[config.mk]
export PLATFORM = sky130hd
export DESIGN_NAME = printf_integer_char_formatter
export DESIGN_NICKNAME = d
export VERILOG_FILES = /design/src/rtl/pfmt_pkg.sv /design/src/rtl/pfmt_front.sv /design/src/rtl/pfmt_queue.sv /design/src/rtl/pfmt_back.sv /design/src/rtl/printf_integer_char_formatter.sv
export SDC_FILE = /design/constraint.sdc
export NUM_CORES = 1
export LEC_CHECK = 0
export ABC_AREA = 1
export BUFFER_PORTS_ARGS = -buffer_cell sky130_fd_sc_hd__buf_2
export CORE_ASPECT_RATIO = 2
export CORE_UTILIZATION = 60
export CTS_BUF_LIST = sky130_fd_sc_hd__clkbuf_2
export DETAILED_ROUTE_END_ITERATION = 10
export PLACE_DENSITY = 0.77
export SLEW_MARGIN = 20
export SYNTH_ARGS = -nofsm -noshare
export SYNTH_HDL_FRONTEND = slang
export SYNTH_HIERARCHICAL = 1
export SYNTH_SLANG_ARGS = --single-unit
[constraint.sdc]
create_clock -name i_clk -period 16.52 [get_ports i_clk]
set_clock_uncertainty 0.2 [all_clocks]
set_input_delay 1.652 -clock i_clk [delete_from_list [all_inputs] [get_ports i_clk]]
set_output_delay 1.652 -clock i_clk [all_outputs]
set_load 0.05 [all_outputs]
[src/rtl/pfmt_pkg.sv]
// ----------------------------------------------------------------------------
// pfmt_pkg: shared types and constants of the integer/char formatter
// Holds the request kind codes, the internal operation codes, the command
// record that travels from the front end to the back end, and the tables
// used for digit generation.
// ----------------------------------------------------------------------------
package pfmt_pkg;

    // Request kind codes as seen on the input port.
    localparam logic [2:0] KIND_CHAR    = 3'd0;
    localparam logic [2:0] KIND_HEX_LO  = 3'd1;
    localparam logic [2:0] KIND_HEX_UP  = 3'd2;
    localparam logic [2:0] KIND_DEC     = 3'd3;
    localparam logic [2:0] KIND_PERCENT = 3'd4;

    // Internal operation codes carried by a command.
    localparam logic [1:0] OP_CHAR = 2'd0;
    localparam logic [1:0] OP_HEX  = 2'd1;
    localparam logic [1:0] OP_DEC  = 2'd2;

    // ASCII characters used by the formatter.
    localparam logic [7:0] ASCII_ZERO    = 8'h30;
    localparam logic [7:0] ASCII_MINUS   = 8'h2D;
    localparam logic [7:0] ASCII_PERCENT = 8'h25;
    localparam logic [7:0] ASCII_LOWER_A = 8'h61;
    localparam logic [7:0] ASCII_UPPER_A = 8'h41;

    // Depth of the command queue between front and back end.
    localparam int QDEPTH = 2;
    localparam int QAW    = $clog2(QDEPTH);

    // Powers of ten by digit position; positions past nine are never used.
    localparam logic [31:0] POW10 [16] = '{
        32'd1, 32'd10, 32'd100, 32'd1000, 32'd10000, 32'd100000,
        32'd1000000, 32'd10000000, 32'd100000000, 32'd1000000000,
        32'd0, 32'd0, 32'd0, 32'd0, 32'd0, 32'd0
    };

    // One classified conversion request.
    typedef struct packed {
        logic [1:0]  op;     // operation code
        logic        neg;    // decimal value is negative, emit a minus first
        logic        upper;  // upper-case hex digits
        logic [3:0]  top;    // index of the most significant digit
        logic [31:0] val;    // byte, hex value or decimal magnitude
    } t_cmd;

    // Map a nibble to its ASCII hex digit.
    function automatic logic [7:0] hex_char(input logic [3:0] nib, input logic upper);
        logic [7:0] base;
        base = upper ? ASCII_UPPER_A : ASCII_LOWER_A;
        if (nib < 4'd10) begin
            hex_char = ASCII_ZERO + {4'b0, nib};
        end else begin
            hex_char = base + {4'b0, nib} - 8'd10;
        end
    endfunction

endpackage

[src/rtl/pfmt_front.sv]
// ----------------------------------------------------------------------------
// pfmt_front: request classifier
// Decodes the request kind, forms the decimal magnitude and finds the
// position of the leading digit, then writes a command into the queue.
// Unknown kinds are accepted and dropped.
// ----------------------------------------------------------------------------
module pfmt_front (
    input  logic            i_push,
    input  logic            i_full,
    input  logic [2:0]      i_kind,
    input  logic [31:0]     i_value,
    output logic            o_wr,
    output pfmt_pkg::t_cmd  o_cmd
);

    logic [31:0] mag;
    logic [3:0]  hex_top;
    logic [3:0]  dec_top;
    logic        known;

    // Magnitude of the two's complement value.
    assign mag = i_value[31] ? (~i_value + 32'd1) : i_value;

    // Leading nonzero nibble; zero still yields one digit.
    always_comb begin
        hex_top = 4'd0;
        for (int i = 0; i < 8; i++) begin
            if (i_value[i*4 +: 4] != 4'd0) begin
                hex_top = 4'(i);
            end
        end
    end

    // Decimal digit count less one: how many powers of ten the magnitude reaches.
    always_comb begin
        dec_top = 4'd0;
        for (int k = 1; k < 10; k++) begin
            dec_top = dec_top + {3'b0, (mag >= pfmt_pkg::POW10[k])};
        end
    end

    // Build the command for the back end.
    always_comb begin
        o_cmd = '0;
        known = 1'b1;
        unique case (i_kind)
            pfmt_pkg::KIND_CHAR: begin
                o_cmd.op  = pfmt_pkg::OP_CHAR;
                o_cmd.val = {24'b0, i_value[7:0]};
            end
            pfmt_pkg::KIND_HEX_LO, pfmt_pkg::KIND_HEX_UP: begin
                o_cmd.op    = pfmt_pkg::OP_HEX;
                o_cmd.upper = (i_kind == pfmt_pkg::KIND_HEX_UP);
                o_cmd.top   = hex_top;
                o_cmd.val   = i_value;
            end
            pfmt_pkg::KIND_DEC: begin
                o_cmd.op  = pfmt_pkg::OP_DEC;
                o_cmd.neg = i_value[31];
                o_cmd.top = dec_top;
                o_cmd.val = mag;
            end
            pfmt_pkg::KIND_PERCENT: begin
                o_cmd.op  = pfmt_pkg::OP_CHAR;
                o_cmd.val = {24'b0, pfmt_pkg::ASCII_PERCENT};
            end
            default: begin
                known = 1'b0;
            end
        endcase
    end

    // Only recognized requests enter the queue.
    assign o_wr = i_push && !i_full && known;

endmodule

[src/rtl/pfmt_queue.sv]
// ----------------------------------------------------------------------------
// pfmt_queue: command queue
// A short first-in first-out buffer of commands that lets the classifier
// and the character generator stall independently.
// ----------------------------------------------------------------------------
module pfmt_queue (
    input  logic            i_clk,
    input  logic            i_rst_n,
    input  logic            i_wr,
    input  pfmt_pkg::t_cmd  i_cmd,
    input  logic            i_rd,
    output logic            o_full,
    output logic            o_empty,
    output pfmt_pkg::t_cmd  o_cmd
);

    pfmt_pkg::t_cmd              r_mem [pfmt_pkg::QDEPTH];
    logic [pfmt_pkg::QAW-1:0]    r_wp;
    logic [pfmt_pkg::QAW-1:0]    r_rp;
    logic [pfmt_pkg::QAW:0]      r_cnt;
    logic [pfmt_pkg::QAW:0]      n_cnt;
    logic                        do_wr;
    logic                        do_rd;

    assign o_full  = (r_cnt == (pfmt_pkg::QAW + 1)'(pfmt_pkg::QDEPTH));
    assign o_empty = (r_cnt == '0);
    assign do_wr   = i_wr && !o_full;
    assign do_rd   = i_rd && !o_empty;
    assign o_cmd   = r_mem[r_rp];

    // Occupancy follows the transfers on both sides.
    always_comb begin
        n_cnt = r_cnt;
        if (do_wr && !do_rd) begin
            n_cnt = r_cnt + (pfmt_pkg::QAW + 1)'(1);
        end else if (do_rd && !do_wr) begin
            n_cnt = r_cnt - (pfmt_pkg::QAW + 1)'(1);
        end
    end

    // Pointers and count.
    always_ff @(posedge i_clk) begin
        if (!i_rst_n) begin
            r_wp  <= '0;
            r_rp  <= '0;
            r_cnt <= '0;
        end else begin
            r_cnt <= n_cnt;
            if (do_wr) begin
                r_wp <= r_wp + 1'b1;
            end
            if (do_rd) begin
                r_rp <= r_rp + 1'b1;
            end
        end
    end

    // Storage.
    always_ff @(posedge i_clk) begin
        if (do_wr) begin
            r_mem[r_wp] <= i_cmd;
        end
    end

endmodule

[src/rtl/pfmt_back.sv]
// ----------------------------------------------------------------------------
// pfmt_back: character generator
// Takes one command at a time and emits its characters, most significant
// digit first, one per cycle into an output register while that register is
// empty or being popped. Decimal digits come from comparing the remainder
// against the nine multiples of the current power of ten.
module pfmt_back (
    input  logic            i_clk,
    input  logic            i_rst_n,
    input  logic            i_q_empty,
    input  pfmt_pkg::t_cmd  i_cmd,
    output logic            o_q_rd,
    input  logic            i_pop,
    output logic            o_empty,
    output logic [7:0]      o_character,
    output logic            o_last,
    output logic [3:0]      o_char_count
);

    // Working registers of the active command.
    logic        r_busy;
    logic [1:0]  r_op;
    logic        r_neg;
    logic        r_upper;
    logic [3:0]  r_pos;
    logic [31:0] r_val;
    logic [3:0]  r_run;

    // Output register.
    logic        r_ovalid;
    logic [7:0]  r_char;
    logic        r_last;
    logic [3:0]  r_cnt;

    logic        adv;
    logic [7:0]  e_char;
    logic        e_last;
    logic [3:0]  dig;
    logic [31:0] sub;
    logic [33:0] mult;
    logic [31:0] p;

    // A character moves forward when the output register is free or drains.
    assign adv    = r_busy && (!r_ovalid || i_pop);
    assign o_q_rd = !r_busy && !i_q_empty;

    // Decimal digit at the current position; a chosen multiple never exceeds
    // the remainder, so it fits in 32 bits.
    always_comb begin
        p    = pfmt_pkg::POW10[r_pos];
        dig  = 4'd0;
        sub  = '0;
        mult = '0;
        for (int m = 1; m < 10; m++) begin
            mult = {2'b0, p} * 34'(m);
            if ({2'b0, r_val} >= mult) begin
                dig = 4'(m);
                sub = mult[31:0];
            end
        end
    end

    // Character selection for the active command.
    always_comb begin
        e_char = r_val[7:0];
        e_last = 1'b1;
        unique case (r_op)
            pfmt_pkg::OP_HEX: begin
                e_char = pfmt_pkg::hex_char(r_val[{r_pos[2:0], 2'b00} +: 4], r_upper);
                e_last = (r_pos == 4'd0);
            end
            pfmt_pkg::OP_DEC: begin
                if (r_neg) begin
                    e_char = pfmt_pkg::ASCII_MINUS;
                    e_last = 1'b0;
                end else begin
                    e_char = pfmt_pkg::ASCII_ZERO + {4'b0, dig};
                    e_last = (r_pos == 4'd0);
                end
            end
            default: begin
                e_char = r_val[7:0];
                e_last = 1'b1;
            end
        endcase
    end

    // Command control.
    always_ff @(posedge i_clk) begin
        if (!i_rst_n) begin
            r_busy <= 1'b0;
        end else if (o_q_rd) begin
            r_busy <= 1'b1;
        end else if (adv && e_last) begin
            r_busy <= 1'b0;
        end
    end

    // Command working state.
    always_ff @(posedge i_clk) begin
        if (o_q_rd) begin
            r_op    <= i_cmd.op;
            r_neg   <= i_cmd.neg;
            r_upper <= i_cmd.upper;
            r_pos   <= i_cmd.top;
            r_val   <= i_cmd.val;
            r_run   <= 4'd0;
        end else if (adv) begin
            r_run <= r_run + 4'd1;
            if (r_op == pfmt_pkg::OP_DEC && r_neg) begin
                r_neg <= 1'b0;
            end else begin
                r_pos <= r_pos - 4'd1;
                if (r_op == pfmt_pkg::OP_DEC) begin
                    r_val <= r_val - sub;
                end
            end
        end
    end

    // Output register valid.
    always_ff @(posedge i_clk) begin
        if (!i_rst_n) begin
            r_ovalid <= 1'b0;
        end else if (adv) begin
            r_ovalid <= 1'b1;
        end else if (i_pop) begin
            r_ovalid <= 1'b0;
        end
    end

    // Output register payload.
    always_ff @(posedge i_clk) begin
        if (adv) begin
            r_char <= e_char;
            r_last <= e_last;
            r_cnt  <= r_run + 4'd1;
        end
    end

    assign o_empty      = !r_ovalid;
    assign o_character  = r_char;
    assign o_last       = r_last;
    assign o_char_count = r_cnt;

endmodule

[src/rtl/printf_integer_char_formatter.sv]
// ----------------------------------------------------------------------------
// printf_integer_char_formatter: integer and character conversion unit
// Each request (kind, 32-bit value) yields the ASCII text of one conversion,
// one character per result transfer, most significant digit first, with the
// final character marked and a running character count. Requests are taken
// into a two-entry command queue, which keeps accepting while the character
// generator works on one request at a time: it loads the request and then
// emits its characters, waiting on pop whenever the output register is full.
// Unknown kinds produce no characters.
// ----------------------------------------------------------------------------
module printf_integer_char_formatter (
    input  logic        i_clk,
    input  logic        i_rst_n,
    input  logic        push,
    output logic        full,
    input  logic [2:0]  i_kind,
    input  logic [31:0] i_value,
    output logic        empty,
    input  logic        pop,
    output logic [7:0]  o_character,
    output logic        o_last,
    output logic [3:0]  o_char_count
);

    pfmt_pkg::t_cmd f_cmd;
    pfmt_pkg::t_cmd q_cmd;
    logic           f_wr;
    logic           q_full;
    logic           q_empty;
    logic           q_rd;

    assign full = q_full;

    // Request classification.
    pfmt_front u_front (
        .i_push  (push),
        .i_full  (q_full),
        .i_kind  (i_kind),
        .i_value (i_value),
        .o_wr    (f_wr),
        .o_cmd   (f_cmd)
    );

    // Command queue between classifier and generator.
    pfmt_queue u_queue (
        .i_clk   (i_clk),
        .i_rst_n (i_rst_n),
        .i_wr    (f_wr),
        .i_cmd   (f_cmd),
        .i_rd    (q_rd),
        .o_full  (q_full),
        .o_empty (q_empty),
        .o_cmd   (q_cmd)
    );

    // Character generation.
    pfmt_back u_back (
        .i_clk        (i_clk),
        .i_rst_n      (i_rst_n),
        .i_q_empty    (q_empty),
        .i_cmd        (q_cmd),
        .o_q_rd       (q_rd),
        .i_pop        (pop),
        .o_empty      (empty),
        .o_character  (o_character),
        .o_last       (o_last),
        .o_char_count (o_char_count)
    );

endmodule
==> impl_metrics.py <==
metrics = {
    "routing": {
        "first_iter_violations": 2471,
        "firstDrtPassIters": 6,
        "drcViolationCount": 0,
        "drt-total-wl_mm": 104,
        "wl_per_cell_um": 25.3,
        "viasPerCell": 6.63,
        "ant_nets": 0,
        "vias": 27300,
    },
    "sta": {
        "rsz0062_at_grt": "false",
        "max_slew.worst_pin.slew_ps": 1160,
        "finalCriticalPeriod_ps": 13990,
        "drv_slew": 0,
        "hold_viol_final": 0,
        "slew_headroom": 0.223,
        "finalSetupViolCount": 0,
        "final.setup.worst_slack_ps": 2530,
        "fmax_mhz": 71.5,
        "tns_ps": 0,
        "period_share": 0.847,
    },
    "layout": {
        "multiInputGateArea_mm2": 0.0185,
        "register_area_mm2": 0.00421,
        "syn_to_final_growth_pct": 5.24,
        "fillerInstances": 3699,
        "nets": 4082,
        "drive_above_1_share": 0.0899,
        "final_core_util": 0.640,
        "final_common_cell": "nand2_1",
        "final_cell_mix": "nand2_1, ha_1, a21oi_1",
    },
    "worst_setup_path": {
        "slowest_delay_ps": 910,
        "reg2reg_depth": 58,
        "arrival_ps": 14350,
        "crit_start": "u_back/r_pos[0]",
        "required_ps": 16880,
        "worstSetupPathType": "reg2reg",
        "cpMaxStageDelayCell": "edfxtp_1",
        "regToRegStartpoint": "u_back/r_pos[0]",
        "worst_r2r_endpoint": "u_back/r_val[26]",
        "startpoint_type": "register",
        "crit_path_end_kind": "register",
        "path_max_fanout": 27,
        "cp_common_cell": "nand2_1",
        "r2r_slack_ps": 2530,
    },
    "global_route": {
        "grt_pass1_wl_mm": 156,
        "antenna_found_initial": 7,
        "grt.total_usage": 0.500,
        "grt_max_degree": 57,
        "grt_pass1_vias": 27600,
        "globalRouteOverflowTotal": 0,
    },
    "floorplan": {
        "num_rows": 104,
        "die-height_um": 288,
        "start_util": 0.608,
        "die-width_um": 145,
        "pin_count": 54,
        "core-area_mm2": 0.0403,
        "die-area_mm2": 0.0418,
    },
    "flow_run": {
        "drv_cap": 0,
    },
    "place": {
        "dpl.hpwl_mm": 81.3,
        "dp_slack_ps": 3600,
        "io_buffers": 53,
        "routabilityCongestion": 1.09,
    },
    "clock_network": {
        "cts-root-buf": "clkbuf_2",
        "cts-resized-gates": 0,
        "cts_tree": "done",
        "hold_buffers": 0,
        "clk_latency_ps": 780,
        "postCtsSetupBuffers": 0,
        "clk_pin_slew_ps": 250,
        "clock_path_buffers": 2,
        "htree_levels": 4,
        "cts_made_buffers": 17,
        "cts.sinks": 144,
    },
    "logic_synthesis": {
        "yosysUniqueCellTypes": 74,
        "ys_seq_area_frac": 0.172,
        "ys_warn_count": 6,
        "ys_seq_elements": 144,
        "syn_nets": 4033,
        "async_flop_share": 0,
        "avgSynthCellArea_um2": 6.95,
        "yosys_most_used_dff": "edfxtp_1",
        "syn_area_mm2": 0.0245,
        "netlist_instances": 3529,
        "synth-edff-count": 133,
    },
    "outcome": {
        "outcome": "finished, final reports clean",
    },
    "worst_hold_path": {
        "hold_class": "reg2reg",
        "hold_path_end": "u_back/o_char_count[0]",
        "min_from": "u_back/r_run[0]",
        "worst_hold_path.num_cells": 1,
    },
}
registers in the layout (all words and copies together), names as in the netlist, 2 cells and up, named ones only:
| register | count |
|---|---|
| u_back/r_val | 32 |
| u_queue/r_cnt | 2 |
| u_back/o_char_count | 4 |
| u_queue/r_mem | 80 |
| u_back/o_character | 8 |
| u_back/r_pos | 4 |
| u_back/r_run | 4 |
| u_back/r_op | 2 |
synthesized netlist by cell type, types with 40 or more instances:
master	number	area, um2
edfxtp_1	133	3990
nand2_1	808	3030
nand2_2	44	275
clkbuf_1	48	180
nor3_1	40	200
xor2_1	75	657
a21oi_1	413	2070
inv_1	392	1470
nand4_1	56	350
nand3_1	171	856
nor2_1	276	1040
ha_1	435	5440
o21ai_0	177	886
mux2_2	40	450
worst max-delay path, delay by kind of cell, from the launching register on:
family,cells,cell delay [ps]
buffers and inverters,9,2270
flip-flops,1,910
AO/OA/AOI/OAI,14,2900
AND/OR/NAND/NOR,28,5120
XOR/XNOR,1,320
adder cells (fa/ha/maj),6,1980
per-layer routing:
layer | up-vias | GRT usage | routed length, um
met3 | 867 | 0.150 | 9940
met2 | 1856 | 0.842 | 48300
met1 | 12400 | 0.440 | 31000
met5 | - | 0 | 57
met4 | 8 | 0.609 | 14900
li1 | 12200 | - | -
through the flow:
step / cell area [um2] / hold slack [ps] / cells
finish: 25800 / 319 / 4123
global placement: 25500 / 272 / 4087
detailed placement: 25500 / 296 / 4087
floorplan: 24500 / 249 / 3529
global route: 25800 / 339 / 4122
CTS: 25800 / 319 / 4119
kinds of logic (layout without fill, tap and decap cells):
| kind of cell | count (synthesis) | after routing | share of synthesized area |
|---|---|---|---|
| AOI/OAI and AO/OA | 786 | 786 | 0.178 |
| xor gates and xnor gates | 114 | 114 | 0.0410 |
| DFF | 144 | 144 | 0.172 |
| muxes | 40 | 40 | 0.0184 |
| and+or+nand+nor | 1492 | 1492 | 0.266 |
| adders and majority gates | 465 | 465 | 0.246 |
| buffers and inverters | 488 | 550 | 0.0786 |
| other | 0 | 2 | 0 |
final cells by class:
cell class              count  share of cell area
flip-flops and latches    144               0.163
multi-input cells        2897               0.715
well taps                 530              0.0257
clock buffers              18             0.00349
clock inverters            14             0.00606
inverters                 416              0.0605
repair buffers            102              0.0255
diodes                      2            0.000194
worst max-delay path by stage:
stage / endpoint / slack, ps / depth (start not counted)
after floorplan: u_back/r_val[26] / 6550 / 53
after global placement: u_back/r_val[26] / 3080 / 53
after detailed placement: u_back/r_val[26] / 3600 / 58
after CTS: u_back/r_val[26] / 3540 / 58
after global routing: u_back/r_val[26] / 1930 / 58
final: u_back/r_val[26] / 2530 / 58
Power is not shown: default switching activity piles up to over one toggle a cycle in this logic, so the estimate is an artifact.
